File: config.mk
export PLATFORM = sky130hd
export DESIGN_NAME = asterix_cat245_alert_parser_top_flat
export DESIGN_NICKNAME = d
export VERILOG_FILES = /design/src/rtl/acp_pkg.sv /design/src/rtl/acp_if.sv /design/src/rtl/acp_front.sv /design/src/rtl/acp_queue.sv /design/src/rtl/acp_back.sv /design/src/rtl/asterix_cat245_alert_parser_top.sv /design/src/flat_wrapper.sv
export SDC_FILE = /design/constraint.sdc
export NUM_CORES = 1
export LEC_CHECK = 0
export ABC_AREA = 1
export BUFFER_PORTS_ARGS = -buffer_cell sky130_fd_sc_hd__buf_2
export CORE_MARGIN = 2
export CORE_UTILIZATION = 40
export DETAILED_ROUTE_END_ITERATION = 10
export PLACE_DENSITY = 0.63
export SLEW_MARGIN = 25
export SYNTH_ARGS = -nofsm -noshare
export SYNTH_HDL_FRONTEND = slang
export SYNTH_HIERARCHICAL = 1
export SYNTH_SLANG_ARGS = --single-unit
File: constraint.sdc
create_clock -name i_clk -period 6.4 [get_ports i_clk]
set_clock_uncertainty 0.15 [all_clocks]
set_input_delay 0.96 -clock i_clk [delete_from_list [all_inputs] [get_ports i_clk]]
set_output_delay 0.96 -clock i_clk [all_outputs]
set_load 0.005 [all_outputs]
File: src/rtl/acp_pkg.sv
// Shared types and constants of the ASTERIX alert data block parser.
`default_nettype none
package acp_pkg;

    localparam int QUEUE_DEPTH = 4;

    localparam logic [7:0] CATEGORY_RESET = 8'd245;
    localparam logic [7:0] SPARE_MASK     = 8'h3E;

    // Parser phases
    typedef enum logic [2:0] {
        PH_CAT     = 3'd0,
        PH_LEN_HI  = 3'd1,
        PH_LEN_LO  = 3'd2,
        PH_FSPEC   = 3'd3,
        PH_ALERT   = 3'd4,
        PH_TRACK   = 3'd5,
        PH_DONE    = 3'd6,
        PH_DISCARD = 3'd7
    } t_phase;

    // Result kinds
    localparam logic [1:0] KIND_ALERT = 2'd0;
    localparam logic [1:0] KIND_OK    = 2'd1;
    localparam logic [1:0] KIND_ERROR = 2'd2;

    // Error codes
    localparam logic [2:0] ERR_NONE     = 3'd0;
    localparam logic [2:0] ERR_CATEGORY = 3'd1;
    localparam logic [2:0] ERR_LEN_LONG = 3'd2;
    localparam logic [2:0] ERR_SPARE    = 3'd3;
    localparam logic [2:0] ERR_FX       = 3'd4;
    localparam logic [2:0] ERR_OVERRUN  = 3'd5;
    localparam logic [2:0] ERR_OVERSIZE = 3'd6;

    // One queue entry: the results caused by one input byte, record first
    typedef struct packed {
        logic        rec_valid;
        logic [1:0]  alert_type;
        logic        track_present;
        logic [31:0] track_number;
        logic        st_valid;
        logic [2:0]  st_code;      // ERR_NONE means packet ok
    } t_entry;

endpackage
`default_nettype wire

File: src/rtl/acp_if.sv
// Channel interfaces: input byte stream and result stream.
`default_nettype none
interface acp_in_if;
    logic       valid;
    logic       ready;
    logic [7:0] data_byte;
    logic       last_byte;

    modport source (output valid, output data_byte, output last_byte, input ready);
    modport sink   (input valid, input data_byte, input last_byte, output ready);
endinterface

interface acp_out_if;
    logic        valid;
    logic        ready;
    logic [1:0]  out_kind;
    logic [1:0]  alert_type;
    logic        track_present;
    logic [31:0] track_number;
    logic [2:0]  error_code;
    logic        run_last;

    modport source (output valid, output out_kind, output alert_type, output track_present,
                    output track_number, output error_code, output run_last, input ready);
    modport sink   (input valid, input out_kind, input alert_type, input track_present,
                    input track_number, input error_code, input run_last, output ready);
endinterface
`default_nettype wire

File: src/rtl/acp_front.sv
// Front end: byte parser that classifies each byte and queues its results.
`default_nettype none
module acp_front (
    input  wire logic           i_clk,
    input  wire logic           i_rst_n,
    input  wire logic           i_cfg_we,
    input  wire logic [7:0]     i_cfg_wdata,
    acp_in_if.sink              i_in,
    input  wire logic           i_q_full,
    output logic                o_q_wr,
    output acp_pkg::t_entry     o_q_entry
);
    import acp_pkg::*;

    logic [7:0]  r_category;
    t_phase      r_phase,  n_phase;
    logic [16:0] r_pos,    n_pos;
    logic [15:0] r_len,    n_len;
    logic        r_trk,    n_trk;
    logic [2:0]  r_cnt,    n_cnt;
    logic [31:0] r_shift,  n_shift;
    logic [1:0]  r_alert,  n_alert;

    logic        accept;
    logic [7:0]  b;
    logic [16:0] pos_inc;
    logic        raise;
    logic [2:0]  code;
    logic        in_rec;
    logic        complete;
    logic        rec;
    logic        st_valid;

    assign i_in.ready = !i_q_full;
    assign accept     = i_in.valid && i_in.ready;
    assign b          = i_in.data_byte;
    assign pos_inc    = r_pos[16] ? r_pos : r_pos + 17'd1;  // saturates at 65536

    always_comb begin
        n_phase  = r_phase;
        n_len    = r_len;
        n_trk    = r_trk;
        n_cnt    = r_cnt;
        n_shift  = r_shift;
        n_alert  = r_alert;
        n_pos    = pos_inc;
        raise    = 1'b0;
        code     = ERR_NONE;
        in_rec   = 1'b0;
        complete = 1'b0;
        rec      = 1'b0;

        if (r_phase != PH_DISCARD && pos_inc[16]) begin
            raise = 1'b1;
            code  = ERR_OVERSIZE;
        end else begin
            unique case (r_phase)
                PH_CAT: begin
                    if (b != r_category) begin
                        raise = 1'b1;
                        code  = ERR_CATEGORY;
                    end else begin
                        n_phase = PH_LEN_HI;
                    end
                end
                PH_LEN_HI: begin
                    n_len   = {b, 8'h00};
                    n_phase = PH_LEN_LO;
                end
                PH_LEN_LO: begin
                    n_len = {r_len[15:8], b};
                    if (n_len < 16'd3) begin
                        raise = 1'b1;
                        code  = ERR_OVERRUN;
                    end else if (n_len == 16'd3) begin
                        n_phase = PH_DONE;
                    end else begin
                        n_phase = PH_FSPEC;
                    end
                end
                PH_FSPEC: begin
                    in_rec  = 1'b1;
                    n_trk   = b[6];
                    n_alert = 2'd0;
                    n_shift = 32'd0;
                    n_cnt   = 3'd0;
                    if ((b & SPARE_MASK) != 8'h00) begin
                        raise = 1'b1;
                        code  = ERR_SPARE;
                    end else if (b[0]) begin
                        raise = 1'b1;
                        code  = ERR_FX;
                    end else if (b[7]) begin
                        n_phase = PH_ALERT;
                    end else if (b[6]) begin
                        n_phase = PH_TRACK;
                        n_cnt   = 3'd4;
                    end else begin
                        complete = 1'b1;
                    end
                end
                PH_ALERT: begin
                    in_rec  = 1'b1;
                    n_alert = (b[7:2] == 6'd0) ? b[1:0] : 2'd0;  // unknown code -> none
                    if (r_trk) begin
                        n_phase = PH_TRACK;
                        n_cnt   = 3'd4;
                    end else begin
                        complete = 1'b1;
                    end
                end
                PH_TRACK: begin
                    in_rec   = 1'b1;
                    n_shift  = {r_shift[23:0], b};
                    n_cnt    = r_cnt - 3'd1;
                    complete = (n_cnt == 3'd0);
                end
                default: begin
                end
            endcase

            if (in_rec && !raise) begin
                if (complete) begin
                    rec     = 1'b1;
                    n_phase = (pos_inc >= {1'b0, r_len}) ? PH_DONE : PH_FSPEC;
                end else if (pos_inc >= {1'b0, r_len}) begin
                    raise = 1'b1;
                    code  = ERR_OVERRUN;
                end
            end
        end

        if (raise) begin
            n_phase = PH_DISCARD;
        end

        // status: error on this byte, or end of buffer without an earlier error
        st_valid = raise || (i_in.last_byte && n_phase != PH_DISCARD);
        if (!raise) begin
            code = (n_phase == PH_DONE) ? ERR_NONE : ERR_LEN_LONG;
        end

        o_q_entry.rec_valid     = rec;
        o_q_entry.alert_type    = n_alert;
        o_q_entry.track_present = n_trk;
        o_q_entry.track_number  = n_trk ? n_shift : 32'd0;
        o_q_entry.st_valid      = st_valid;
        o_q_entry.st_code       = code;

        if (i_in.last_byte) begin
            n_phase = PH_CAT;
            n_pos   = 17'd0;
        end
    end

    assign o_q_wr = accept && (rec || st_valid);

    always_ff @(posedge i_clk) begin
        if (!i_rst_n) begin
            r_category <= CATEGORY_RESET;
        end else if (i_cfg_we) begin
            r_category <= i_cfg_wdata;
        end
    end

    always_ff @(posedge i_clk) begin
        if (!i_rst_n) begin
            r_phase <= PH_CAT;
            r_pos   <= 17'd0;
        end else if (accept) begin
            r_phase <= n_phase;
            r_pos   <= n_pos;
        end
    end

    always_ff @(posedge i_clk) begin
        if (accept) begin
            r_len   <= n_len;
            r_trk   <= n_trk;
            r_cnt   <= n_cnt;
            r_shift <= n_shift;
            r_alert <= n_alert;
        end
    end

    // every buffer end returns the parser to the category byte
    a_last_resets: assert property (@(posedge i_clk) disable iff (!i_rst_n)
        accept && i_in.last_byte |=> r_phase == PH_CAT && r_pos == 17'd0)
        else $error("parser not reset after last byte");

    // a record never leaves a byte that raises an error
    a_err_no_rec: assert property (@(posedge i_clk) disable iff (!i_rst_n)
        o_q_wr && o_q_entry.rec_valid && o_q_entry.st_valid |-> !raise)
        else $error("record queued with an error status");

endmodule
`default_nettype wire

File: src/rtl/acp_queue.sv
// Small FIFO of per-byte result entries between front and back.
`default_nettype none
module acp_queue #(
    parameter int DEPTH = acp_pkg::QUEUE_DEPTH
) (
    input  wire logic           i_clk,
    input  wire logic           i_rst_n,
    input  wire logic           i_wr,
    input  wire acp_pkg::t_entry i_wr_entry,
    input  wire logic           i_pop,
    output acp_pkg::t_entry     o_head,
    output logic                o_empty,
    output logic                o_full
);
    import acp_pkg::*;

    localparam int PTR_W = (DEPTH > 1) ? $clog2(DEPTH) : 1;
    localparam int CNT_W = $clog2(DEPTH + 1);

    t_entry             r_mem [DEPTH];
    logic [PTR_W-1:0]   r_wr_ptr, n_wr_ptr;
    logic [PTR_W-1:0]   r_rd_ptr, n_rd_ptr;
    logic [CNT_W-1:0]   r_count,  n_count;
    logic               do_wr;
    logic               do_rd;

    assign o_empty = (r_count == CNT_W'(0));
    assign o_full  = (r_count == CNT_W'(DEPTH));
    assign o_head  = r_mem[r_rd_ptr];
    assign do_wr   = i_wr && !o_full;
    assign do_rd   = i_pop && !o_empty;

    always_comb begin
        n_wr_ptr = r_wr_ptr;
        n_rd_ptr = r_rd_ptr;
        n_count  = r_count;
        if (do_wr) begin
            n_wr_ptr = (r_wr_ptr == PTR_W'(DEPTH - 1)) ? PTR_W'(0) : r_wr_ptr + PTR_W'(1);
        end
        if (do_rd) begin
            n_rd_ptr = (r_rd_ptr == PTR_W'(DEPTH - 1)) ? PTR_W'(0) : r_rd_ptr + PTR_W'(1);
        end
        if (do_wr && !do_rd) begin
            n_count = r_count + CNT_W'(1);
        end else if (do_rd && !do_wr) begin
            n_count = r_count - CNT_W'(1);
        end
    end

    always_ff @(posedge i_clk) begin
        if (!i_rst_n) begin
            r_wr_ptr <= '0;
            r_rd_ptr <= '0;
            r_count  <= '0;
        end else begin
            r_wr_ptr <= n_wr_ptr;
            r_rd_ptr <= n_rd_ptr;
            r_count  <= n_count;
        end
    end

    always_ff @(posedge i_clk) begin
        if (do_wr) begin
            r_mem[r_wr_ptr] <= i_wr_entry;
        end
    end

    // front must never push into a full queue
    a_no_overflow: assert property (@(posedge i_clk) disable iff (!i_rst_n)
        i_wr |-> !o_full)
        else $error("write to full result queue");

endmodule
`default_nettype wire

File: src/rtl/acp_back.sv
// Back end: splits queue entries into result transactions via an output register.
`default_nettype none
module acp_back (
    input  wire logic           i_clk,
    input  wire logic           i_rst_n,
    input  wire acp_pkg::t_entry i_head,
    input  wire logic           i_empty,
    output logic                o_pop,
    acp_out_if.source           o_out
);
    import acp_pkg::*;

    logic        r_out_valid, n_out_valid;
    logic        r_rec_done,  n_rec_done;
    logic [1:0]  r_kind,      n_kind;
    logic [1:0]  r_alert,     n_alert;
    logic        r_present,   n_present;
    logic [31:0] r_track,     n_track;
    logic [2:0]  r_err,       n_err;
    logic        r_last,      n_last;
    logic        slot_free;

    assign slot_free = !r_out_valid || o_out.ready;

    always_comb begin
        n_out_valid = r_out_valid;
        n_rec_done  = r_rec_done;
        n_kind      = r_kind;
        n_alert     = r_alert;
        n_present   = r_present;
        n_track     = r_track;
        n_err       = r_err;
        n_last      = r_last;
        o_pop       = 1'b0;

        if (slot_free) begin
            n_out_valid = 1'b0;
            if (!i_empty) begin
                n_out_valid = 1'b1;
                if (i_head.rec_valid && !r_rec_done) begin
                    n_kind    = KIND_ALERT;
                    n_alert   = i_head.alert_type;
                    n_present = i_head.track_present;
                    n_track   = i_head.track_number;
                    n_err     = ERR_NONE;
                    n_last    = !i_head.st_valid;
                    if (i_head.st_valid) begin
                        n_rec_done = 1'b1;
                    end else begin
                        o_pop = 1'b1;
                    end
                end else begin
                    n_kind     = (i_head.st_code == ERR_NONE) ? KIND_OK : KIND_ERROR;
                    n_alert    = 2'd0;
                    n_present  = 1'b0;
                    n_track    = 32'd0;
                    n_err      = i_head.st_code;
                    n_last     = 1'b1;
                    n_rec_done = 1'b0;
                    o_pop      = 1'b1;
                end
            end
        end
    end

    always_ff @(posedge i_clk) begin
        if (!i_rst_n) begin
            r_out_valid <= 1'b0;
            r_rec_done  <= 1'b0;
        end else begin
            r_out_valid <= n_out_valid;
            r_rec_done  <= n_rec_done;
        end
    end

    always_ff @(posedge i_clk) begin
        r_kind    <= n_kind;
        r_alert   <= n_alert;
        r_present <= n_present;
        r_track   <= n_track;
        r_err     <= n_err;
        r_last    <= n_last;
    end

    assign o_out.valid         = r_out_valid;
    assign o_out.out_kind      = r_kind;
    assign o_out.alert_type    = r_alert;
    assign o_out.track_present = r_present;
    assign o_out.track_number  = r_track;
    assign o_out.error_code    = r_err;
    assign o_out.run_last      = r_last;

    // a record that is not its byte's last result is followed at once by the status
    a_status_follows: assert property (@(posedge i_clk) disable iff (!i_rst_n)
        o_out.valid && o_out.ready && o_out.out_kind == KIND_ALERT && !o_out.run_last
        |=> o_out.valid && o_out.out_kind != KIND_ALERT && o_out.run_last)
        else $error("status missing after record");

    // error code is nonzero exactly on error status results
    a_err_code: assert property (@(posedge i_clk) disable iff (!i_rst_n)
        o_out.valid |-> ((o_out.error_code != ERR_NONE) == (o_out.out_kind == KIND_ERROR)))
        else $error("error code inconsistent with result kind");

endmodule
`default_nettype wire

File: src/rtl/asterix_cat245_alert_parser_top.sv
// Top level of the ASTERIX category 245 alert data block parser.
//
// Input channel i_in: one byte of a data block per transaction (data_byte),
// last_byte marks the final byte of the received buffer. Output channel
// o_out: one result per transaction - an alert record, a packet ok status
// or a packet error status; run_last flags the last result of one byte.
// Configuration: i_cfg_we/i_cfg_wdata write the expected category (reset 245);
// the user must write it only while the block is idle, the block does not enforce this.
//
// Throughput: one input byte per cycle while the result queue has room. A
// byte that completes a record on the buffer end yields two results, the
// record and then its status; the result queue between parser and output
// stage absorbs such bursts. The first result of a byte is written into
// the queue and then loaded into the output register.
// Reset (synchronous, active low): category register back to 245, parser
// waits for a category byte, queue and output register empty.
// Receiver stall: the output register holds its result, the queue fills and
// i_in.ready drops once it is full; no result is lost.
`default_nettype none
module asterix_cat245_alert_parser_top #(
    parameter int QUEUE_DEPTH = acp_pkg::QUEUE_DEPTH
) (
    input  wire logic       i_clk,
    input  wire logic       i_rst_n,
    input  wire logic       i_cfg_we,
    input  wire logic [7:0] i_cfg_wdata,
    acp_in_if.sink          i_in,
    acp_out_if.source       o_out
);
    import acp_pkg::*;

    t_entry q_wr_entry;
    t_entry q_head;
    logic   q_wr;
    logic   q_pop;
    logic   q_empty;
    logic   q_full;

    // front: header and record parsing, one byte per transaction
    acp_front u_front (
        .i_clk       (i_clk),
        .i_rst_n     (i_rst_n),
        .i_cfg_we    (i_cfg_we),
        .i_cfg_wdata (i_cfg_wdata),
        .i_in        (i_in),
        .i_q_full    (q_full),
        .o_q_wr      (q_wr),
        .o_q_entry   (q_wr_entry)
    );

    // decouples the parser from output stalls
    acp_queue #(
        .DEPTH (QUEUE_DEPTH)
    ) u_queue (
        .i_clk      (i_clk),
        .i_rst_n    (i_rst_n),
        .i_wr       (q_wr),
        .i_wr_entry (q_wr_entry),
        .i_pop      (q_pop),
        .o_head     (q_head),
        .o_empty    (q_empty),
        .o_full     (q_full)
    );

    // back: record before status, registered output
    acp_back u_back (
        .i_clk   (i_clk),
        .i_rst_n (i_rst_n),
        .i_head  (q_head),
        .i_empty (q_empty),
        .o_pop   (q_pop),
        .o_out   (o_out)
    );

endmodule
`default_nettype wire
File: src/flat_wrapper.sv
// flat-port wrapper written by rule: the top's interface ports become plain ports
module asterix_cat245_alert_parser_top_flat import acp_pkg::*;
#(
    parameter int QUEUE_DEPTH = acp_pkg::QUEUE_DEPTH
)
  (i_clk, i_rst_n, i_cfg_we, i_cfg_wdata, i_in_valid, i_in_data_byte, i_in_last_byte, i_in_ready, o_out_valid, o_out_out_kind, o_out_alert_type, o_out_track_present, o_out_track_number, o_out_error_code, o_out_run_last, o_out_ready);
  acp_in_if i_in_i ();
  acp_out_if o_out_i ();
  input  wire logic i_clk;
  input  wire logic i_rst_n;
  input  wire logic i_cfg_we;
  input  wire logic [7:0] i_cfg_wdata;
  input wire logic [$bits(i_in_i.valid)-1:0] i_in_valid;
  input wire logic [$bits(i_in_i.data_byte)-1:0] i_in_data_byte;
  input wire logic [$bits(i_in_i.last_byte)-1:0] i_in_last_byte;
  output wire logic [$bits(i_in_i.ready)-1:0] i_in_ready;
  output wire logic [$bits(o_out_i.valid)-1:0] o_out_valid;
  output wire logic [$bits(o_out_i.out_kind)-1:0] o_out_out_kind;
  output wire logic [$bits(o_out_i.alert_type)-1:0] o_out_alert_type;
  output wire logic [$bits(o_out_i.track_present)-1:0] o_out_track_present;
  output wire logic [$bits(o_out_i.track_number)-1:0] o_out_track_number;
  output wire logic [$bits(o_out_i.error_code)-1:0] o_out_error_code;
  output wire logic [$bits(o_out_i.run_last)-1:0] o_out_run_last;
  input wire logic [$bits(o_out_i.ready)-1:0] o_out_ready;
  assign i_in_i.valid = i_in_valid;
  assign i_in_i.data_byte = i_in_data_byte;
  assign i_in_i.last_byte = i_in_last_byte;
  assign i_in_ready = i_in_i.ready;
  assign o_out_valid = o_out_i.valid;
  assign o_out_out_kind = o_out_i.out_kind;
  assign o_out_alert_type = o_out_i.alert_type;
  assign o_out_track_present = o_out_i.track_present;
  assign o_out_track_number = o_out_i.track_number;
  assign o_out_error_code = o_out_i.error_code;
  assign o_out_run_last = o_out_i.run_last;
  assign o_out_i.ready = o_out_ready;
  asterix_cat245_alert_parser_top #(.QUEUE_DEPTH(QUEUE_DEPTH)) u_core (.i_clk(i_clk), .i_rst_n(i_rst_n), .i_cfg_we(i_cfg_we), .i_cfg_wdata(i_cfg_wdata), .i_in(i_in_i), .o_out(o_out_i));
endmodule
* Yosys cells after proc, flatten, opt, wreduce, memory -nomap -nowiden *
Memories as Yosys holds them, arrays and structs flattened. A register that Yosys moved wholly into a read port is not among the register bits.
Index checks and enable logic that the tools add are counted.

word-level totals
  flip-flop bits (word level) = 132
  output and inout port bits = 43
  memories = 1
  RAM bits = 160

memory list
  name                  depth  bits a word  read ports  clocked after Yosys merged registers in  wr ports  line             text
  u_core.u_queue.r_mem  4      40           1           1                                        1         acp_queue.sv:20  t_entry r_mem [DEPTH];

cells by class
  bitwise logic cells = 3
  equal/unequal tests = 15
  order comparisons = 2
  mux-type cells = 81
  $add $sub $neg = 6
  reductions and logical operators = 36

operators by type and width
  cell                   number
  $mux 3                 29
  $mux 32                2
  $pmux 32 s2            1
  $mux 17                2
  $mux 1                 32
  $pmux 16 s2            1
  $pmux 3 s3             2
  $add 17x1->17 const B  1
  $ge 17x16->1           1
  $eq 16x2->1 const B    1
  $lt 16x2->1 const B    1
  $mux 2                 8
  $pmux 3 s5             1
  $eq 3x3->1 const B     4
  $logic_not 3->1        4
  $logic_and 1x1->1      10
  $logic_not 1->1        8
  $ne 8x8->1             1
  $reduce_and 4->1       2
  $reduce_bool 8->1      1
  $eq 3x2->1 const B     2
  $logic_not 6->1        1
  $ne 3x3->1 const B     2
  $pmux 1 s3             2
  14 further kinds       24

* Depth between registers and ports, before layout *
Gate-level depths: netlist of run 1.

  depth after elaboration = 20
  mapped depth = 37
  depth with buffers taken out = 37

* By module *
Netlist of run 1, hierarchy kept.

modules (own cells, without submodules)
  module     cells each  times used  area each (um^2)  seq. area each (um^2)
  acp_queue  459         1           6550.0            4984.8
  acp_front  629         1           4895.9            2182.1
  acp_back   141         1           1686.6            1271.2

* Worst setup path after synthesis of run 1 *
No wires, ideal clock.

  kind = flip-flop to flip-flop
  start = reg u_core.u_front.r_pos[0]
  end = mem u_core/u_queue/r_mem[0][0] (netlist name), enable pin
  data arrival time = 4.694 ns
  library setup time = 0.437 ns
  cell stages (with the launch flop) = 26
  slack = 1.119 ns
  clock period less this slack = 5.281 ns
  cell sequence = dfxtp_1 -> ha_1 -> nand3_1 -> nor2_1 -> nand2_1 -> nor2_1 -> nand3_1 -> nor3_1 -> xor2_1 -> inv_1 -> ha_1 -> nand2_1 -> inv_1 -> nand4_1 -> nor2_1 -> nor3_1 -> nand2_1 -> nand2_2 -> nand3_2 -> nand3_1 -> nand2_1 -> nand3_1 -> nand2_1 -> inv_1 -> nand2_1 -> nor2_1

on the way
  word-level cells in the longest chain between the ends = 16

ends and longest elaborated chain
  element                                  line                                   text
  from (decl)                              acp_front.sv:17                        logic [16:0] r_pos, n_pos;
  from (signal assigned)                   acp_front.sv:172                       r_pos <= n_pos;
  $add 17x1->17                            acp_front.sv:37                        assign pos_inc = r_pos[16] ? r_pos : r_pos + 17'd1;
  $mux 17 (*)                              acp_front.sv:37
  $ge 17x16->1                             acp_front.sv:125, acp_front.sv:126
  $mux 3 / $mux 1 (equally long branches)  acp_front.sv:125, acp_front.sv:126
  $mux 3 / $mux 1 (equally long branches)  acp_front.sv:123                       if (complete) begin
  $mux 3 / $mux 1 (equally long branches)  acp_front.sv:122                       if (in_rec && !raise) begin
  $mux 3 / $mux 1 (equally long branches)  acp_front.sv:53                        if (r_phase != PH_DISCARD && pos_inc[16]) begin
  $mux 3                                   acp_front.sv:133                       if (raise) begin
  $ne 3x3->1                               acp_front.sv:138                       st_valid = raise || (i_in.last_byte && n_phase != PH_DISCARD);
  $logic_and 1x1->1                        acp_front.sv:138
  $logic_or 1x1->1                         acp_front.sv:138
  $logic_or 1x1->1 (*)                     acp_front.sv:156                       assign o_q_wr = accept && (rec || st_valid);
  $logic_and 1x1->1 (*)                    acp_front.sv:156
  via u_core.q_wr                          asterix_cat245_alert_parser_top.sv:34  logic q_wr;
  $logic_and 1x1->1 (*)                    acp_queue.sv:30                        assign do_wr = i_wr && !o_full;
  $mux 1 (*)                               acp_queue.sv:63                        if (do_wr) begin
  $mux 1 (implied by the code) (*)         acp_queue.sv:64                        r_mem[r_wr_ptr] <= i_wr_entry;
  to (decl)                                acp_queue.sv:20

The timed path passes the listed nets; every way through them passes the cells marked *.

* Worst setup path in the final report of run 1 *
  start = reg u_core.u_front.r_pos[0]
  end = mem u_core/u_queue/r_mem[0][28] (netlist name), enable pin

The elaborated chain is that of the path after synthesis.

==> run summary, run 1 <==
status: completed
TNS Setup: 0 ps
Crit path largest cell delay: 640 ps
initial core utilization: 40.47%
row cnt: 66
hold crit path type: flop to flop
clock root buffer: clkbuf_16
# port buffers: 64
Remaining Overflow, GRT: 0
vias in the first global route: 8,141
routed wire length: 26,620 um
Fmax: 0.2051 GHz
Most common cell on crit path: nand2_1
Hold Path Depth: 2
most frequent cells in the layout: edfxtp_1, inv_1, nand2_1
Finished Layout Cells: 1,759
worst slew pin tran: 798.0 ps
layout cell share with drive strength beyond 1: 12.83%
setup slack, reg-to-reg: 1520 ps
Syn Area/Cell: 10.69 sq um
drt via density: 4.820
Worst setup SP type: flop
worst r2r dst: u_core/u_queue/r_mem[0][28]
final setup violation count: 0
RSZ-0062 raised after global routing: no
most common cell after layout, fill and taps aside: edfxtp_1
Crit-path slowest cell: nor2_4
Synth Flop Type: edfxtp_1
critical path class: flop to flop
All-Layer GR Usage: 15.74%
Yosys warnings: 6
Peak VDD IR: 0.2104 mV
post-DP HPWL: 17,200 um
minimum clock period: 4877 ps
asr flop ratio synth: 0%
Critical Path RT: 6450 ps
drt drc: 0
Post-Place Cells: 1,698
Wirelength per Cell: 15.13 um
clock sinks: 294
Layout Nets: 1,340
maximum clock insertion buffer count: 3
PwrDens: 411.4 nW/um^2
Worst-Skew Late Latency: 500 ps
H-tree depth: 2
FILL cells: 3,039
Core Region: 32,450 sq um
initial antenna violation count: 0
Leakage Power: 6.121 nW
number of diodes: 0
Area growth, synth to finish: 12.41%
fin crit share: 76.20%
CTS buffer count: 34
Mapped Nets: 1,277
Slew Limit Fails: 0
HP Start: u_core/u_front/r_pos[15]
Worst-path clk slew: 50 ps
Routed Antenna Nets: 0
gpl congestion: 0.8748
Crit. End Element: flop
TritonCTS clock tree: done
cell count after synthesis: 1,229
Mapped Area: 13,130 sq um
WP data arrival: 4930 ps
Die ar.: 34,300 sq um
flip-flop and latch count after synthesis: 294
Final Hold Viols: 0
Post-synth EDFFs: 255
Post-CTS Hold Fix Bufs: 0
via count: 8,479
maxcap violations: 0
Reg-to-Reg Start: u_core/u_front/r_pos[0]
R2R depth: 26
starting DRC count in detailed routing: 649
Worst Hold End: u_core/u_front/r_pos[15]
overall die width: 185.2 um
CP max FO: 21
Rel. slew slack: 46.67%
Post-CTS Resized: 0
# IOs: 65
post-synth top area share: 58.31%
1st-pass router iterations: 5
cell taking the most area after synthesis: edfxtp_1
sequential fraction of the synthesis area: 64.25%
Die Height: 185.2 um
Post-CTS Setup Inserts: 0
Area contributors post-synth: edfxtp_1, dfxtp_1, inv_1
pin count of the biggest net entering global routing: 81
Netlist cell types: 46
first-pass GRT wire length: 42,040 um
## worst max-delay path: cells and delay by family (launching register included)
kind / cells / cell delay, ps
buf+inv: 4 / 500
flops: 1 / 390
simple gates: 19 / 2840
xor+xnor: 1 / 160
fa+ha+maj: 2 / 480
## area by class of cell
| cell class | count | area (sq um) | area share, % |
|---|---|---|---|
| repair buffers | 76 | 422.9 | 2.865 |
| flip-flops and latches | 294 | 8439 | 57.17 |
| clock buffers | 42 | 902.1 | 6.111 |
| multi-input cells | 675 | 3517 | 23.82 |
| inverters | 211 | 808.3 | 5.475 |
| well taps | 442 | 553.0 | 3.746 |
| clock inverters | 19 | 120.1 | 0.8136 |
## power by group
part	internal [mW]	switching (mW)	total, mW	leakage (nW)
logic	0.478	1.08	1.56	2.88
clock network	1.04	0.725	1.77	0.504
registers	2.63	0.120	2.75	2.74
total	4.15	1.92	6.07	6.12
## sequential cells by signal, indices dropped and copies added (netlist names), named ones only
register	flops
u_core/u_front/r_len	16
u_core/u_back/o_out.error_code	3
u_core/u_front/r_trk	1
u_core/u_back/o_out.alert_type	2
u_core/u_queue/r_mem	160
u_core/u_front/r_alert	2
u_core/u_back/o_out.track_present	1
u_core/u_back/o_out.valid	1
u_core/u_back/o_out.out_kind	2
u_core/u_back/o_out.track_number	32
u_core/u_front/r_phase	3
u_core/u_queue/r_count	3
u_core/u_front/r_cnt	3
u_core/u_queue/r_wr_ptr	2
u_core/u_back/r_rec_done	1
u_core/u_back/o_out.run_last	1
u_core/u_front/r_pos	17
u_core/u_queue/r_rd_ptr	2
u_core/u_front/r_shift	32
u_core/u_front/r_category	8
## stage by stage
stage / utilization (%) / worst slack (ps) / hold slack [ps] / area [sq um] / total power, mW
after floorplan: - / 1119 / 295.3 / 13130 / 3.953
final: 45.49 / 1523 / 325.9 / 14760 / 6.074
after detailed placement: 42.33 / 1550 / 317.9 / 13740 / 4.375
after global placement: 42.33 / 1690 / 304.7 / 13740 / 4.338
after CTS: 45.48 / 1553 / 331.5 / 14760 / 6.158
after global routing: 45.49 / 1027 / 348.7 / 14760 / 6.465
## Yosys cell counts, drive strengths merged, types with 11 or more instances
cell type	n
nor3	13
o21ai	95
nand2	180
a21oi	31
nor2	186
dfxtp	39
nand3	27
o22ai	72
buf	41
edfxtp	255
xor2	13
inv	208
nand4	11
ha	25
## worst max path at each step
stage                             from                     endpoint  slack, ps  cells after the start
6_report       u_core/u_front/r_pos[0]  u_core/u_queue/r_mem[0][28]       1520                     26
5_1_grt        u_core/u_front/r_pos[0]  u_core/u_queue/r_mem[0][28]       1030                     26
4_1_cts        u_core/u_front/r_pos[0]  u_core/u_queue/r_mem[0][28]       1550                     26
3_5_place_dp   u_core/u_front/r_pos[0]  u_core/u_queue/r_mem[0][30]       1550                     26
3_3_place_gp   u_core/u_front/r_pos[0]  u_core/u_queue/r_mem[0][35]       1690                     26
2_1_floorplan  u_core/u_front/r_pos[0]   u_core/u_queue/r_mem[0][0]       1120                     25
## routing by layer
layer	global-route usage, %	routed length [um]	up-vias
met4	4.952	595	0
met1	21.30	11940	3967
met3	2.281	1434	50
met2	26.19	12640	217
li1	-	-	4245
met5	0	0	-
## cells by family (layout without fill, tap and decap cells)
logic type | after synthesis | in the layout | share of synthesized area, %
AOI/OAI and AO/OA | 206 | 206 | 8.851
xor gates and xnor gates | 22 | 22 | 1.467
adders and majority gates | 26 | 26 | 2.534
buffers and inverters | 260 | 348 | 9.242
DFF | 294 | 294 | 64.25
and+or+nand+nor | 421 | 421 | 13.65
No activity file was read; power rests on OpenSTA's default activity.
==> inputs of run 2 (changes only) <==
ABC_AREA = 0   (was 1)
PLACE_DENSITY = 0.65   (was 0.63)
clock period = 3.9 ns   (was 6.4 ns; I/O delays follow)
==> run summary, run 2 <==
1st-pass router iterations: 5 (unchanged)
status: complete, but fails checks
CP max FO: 4 (-81%)
cell taking the most area after synthesis: edfxtp_1
hold crit path type: input pin to flop
clock root buffer: clkbuf_16
Peak VDD IR: 0.3664 mV (+74%)
first-pass GRT wire length: 42,440 um (+0.95%)
sequential fraction of the synthesis area: 66.18% (+1.9 points)
vias in the first global route: 7,799 (-4.2%)
fin crit share: 117.7% (+42 points)
failing checks: setup timing
Critical Path RT: 4230 ps (-2220 ps)
Final Power: 9.870 mW (+62%)
initial core utilization: 40.51% (+0.043 points)
Layout Nets: 1,070 (-20%)
routed metal-1 wirelength: 11,530 um (-3.4%)
minimum clock period: 4592 ps (-284.5 ps)
Rel. slew slack: 47.53% (+0.86 points)
Worst-path clk slew: 60 ps (about the same)
most frequent cells in the layout: edfxtp_1, buf_4, and2_1
TritonCTS clock tree: done
overall die width: 182.5 um (-1.4%)
met2 WL: 13,820 um (+9.3%)
drt drc: 0 (unchanged)
CTS buffer count: 29 (-15%)
Die Height: 182.5 um (-1.4%)
leading cell type by number of instances after synthesis: edfxtp_1
gpl congestion: 0.8815 (+0.77%)
Crit. End Element: flop
top sig layer: met4
# IOs: 65 (unchanged)
WP data arrival: 4930 ps (about the same)
Wirelength per Cell: 18.95 um (+25%)
drt via density: 5.316 (+10%)
maximum clock insertion buffer count: 3 (unchanged)
met3 WL: 1343 um (-6.3%)
critical path class: flop to flop
flip-flop and latch count after synthesis: 294 (unchanged)
post-synth top area share: 60.06% (+1.8 points)
Slew Limit Fails: 0 (unchanged)
Worst setup SP type: flop
asr flop ratio synth: 0% (unchanged)
routed wire length: 27,410 um (+3.0%)
Netlist cell types: 68 (+48%)
max reg flops: 160 (unchanged)
clock sinks: 294 (unchanged)
row cnt: 65 (-1.5%)
Routed Antenna Nets: 0 (unchanged)
starting DRC count in detailed routing: 561 (-14%)
Syn Area/Cell: 15.11 sq um (+41%)
Yosys warnings: 6 (unchanged)
PwrDens: 626.7 nW/um^2 (+52%)
final setup violation count: 164 (+164)
Mapped Area: 12,750 sq um (-2.9%)
Post-synth EDFFs: 255 (unchanged)
number of diodes: 0 (unchanged)
layout cell share with drive strength beyond 1: 31.48% (+19 points)
RSZ-0062 raised after global routing: yes
Remaining Overflow, GRT: 0 (unchanged)
Die ar.: 33,320 sq um (-2.9%)
Final Hold Viols: 0 (unchanged)
Post-synth top cells: edfxtp_1, and2_1, nor2_1, mux4_2, dfxtp_1
Core Region: 31,470 sq um (-3.0%)
Area growth, synth to finish: 23.51%
pin count of the biggest net entering global routing: 43 (-47%)
Worst-Skew Late Latency: 560 ps (+60 ps)
via count: 7,692 (-9.3%)
H-tree depth: 1 (-1)
worst slew pin tran: 780.3 ps (-17.63 ps)
Top reg by flops: u_core/u_queue/r_mem
cell count after synthesis: 844 (-31%)
maxcap violations: 0 (unchanged)
Mapped Nets: 892 (-30%)
most common cell after layout, fill and taps aside: edfxtp_1
Post-CTS Hold Fix Bufs: 0 (unchanged)
initial antenna violation count: 0 (unchanged)
post-DP HPWL: 16,690 um (-3.0%)
Area contributors post-synth: edfxtp_1, mux4_2, dfxtp_1
Leakage Power: 5.920 nW (-3.3%)
final core utilization: 50.03% (+4.5 points)
Fmax: 0.2178 GHz (+6.2%)
final worst slack: -692.2 ps (-2216 ps)
Synth Flop Type: edfxtp_1
# port buffers: 64 (unchanged)
All-Layer GR Usage: 16.31% (+0.57 points)
[run 2: cell count changes after synthesis, sizes merged, moves of 11 or more]
cell / change
a21oi: -14
a22o: +35
and2: +75
buf: -11
inv: -178
mux2i: +13
mux4: +40
nand2: -145
nor2: -143
nor2b: +20
o21ai: -74
o22ai: -72
xnor2: +11
[run 2: where the power goes]
part           total [mW]  switching, mW  internal, mW
sequential           4.63          0.235          4.40
combinational        2.69           1.36          1.33
clock                2.54           1.17          1.37
total                9.87           2.77          7.10
[run 2: logic make-up after synthesis]
family | after synthesis | share of synthesized area (%)
flops | 294 | 66.18
mux | 54 | 8.175
simple gates | 252 | 11.35
buf+inv | 79 | 3.327
compound gates | 111 | 6.428
xor+xnor | 28 | 1.923
fa+ha+maj | 26 | 2.610
[run 2: final timing paths]
| path | startpoint | end | slack [ps] | depth (start not counted) |
|---|---|---|---|---|
| setup / recovery | u_core/u_front/r_pos[3] | u_core/u_queue/r_count[2] | -690 | 20 |
| hold / removal | i_cfg_wdata[0] | u_core/u_front/r_category[0] | 90 | 3 |
| setup reg to reg | u_core/u_front/r_pos[3] | u_core/u_queue/r_count[2] | -690 | 20 |
| hold reg to reg | u_core/u_front/r_category[0] | u_core/u_front/r_category[0] | 350 | 2 |
[run 2: repair_timing]
item                       4_1_cts  5_1_grt
setup buffers                   19       19
setup endpoints to repair      164      165
hold endpoints to repair         0        0
gates resized for setup         42       39
pin swaps                       17       19
gates cloned                    12        3
[run 2: layout make-up]
| class | instances | area [sq um] |
|---|---|---|
| fill | 2618 | 15730 |
| inverter | 31 | 116.4 |
| clock buffer | 32 | 737.0 |
| multi-input combinational | 471 | 4045 |
| tap | 402 | 503.0 |
| clock inverter | 22 | 130.1 |
| timing repair buffer | 195 | 1763 |
| sequential | 294 | 8453 |
[run 2: worst max-delay path, cell delays in order (launching register included)]
cell and delay [ps]:
dfxtp_4 370, nand3_4 90, nor4_4 280, and2_4 190, nand4_1 120, xnor2_1 160
ha_1 320, nand4_1 240, nor3_2 90, a221oi_2 280, o211ai_1 190, a221oi_2 370
o41ai_2 140, a21oi_1 200, nor2b_4 210, ha_4 140, inv_2 40, fa_2 350
xor2_1 150, or3_1 310, a21boi_1 140
[run 2: metrics by stage]
stage	instances	setup TNS, ps	cell area (sq um)	hold slack (ps)	worst slack (ps)
final	1447	-55360	15750	91.06	-692.2
after global routing	1447	-92480	15750	90.17	-929.9
after CTS	1440	-50370	15630	72.94	-544.1
after detailed placement	1355	-71930	14110	338.8	-765.4
after global placement	1355	-57860	14110	326.1	-609.8
after floorplan	844	-63590	12810	313.6	-542.4
[run 2: layer usage]
layer | GRT usage [%] | vias up
li1 | - | 3569
met2 | 28.96 | 200
met5 | 0 | -
met1 | 20.51 | 3872
met4 | 4.935 | 0
met3 | 2.634 | 51
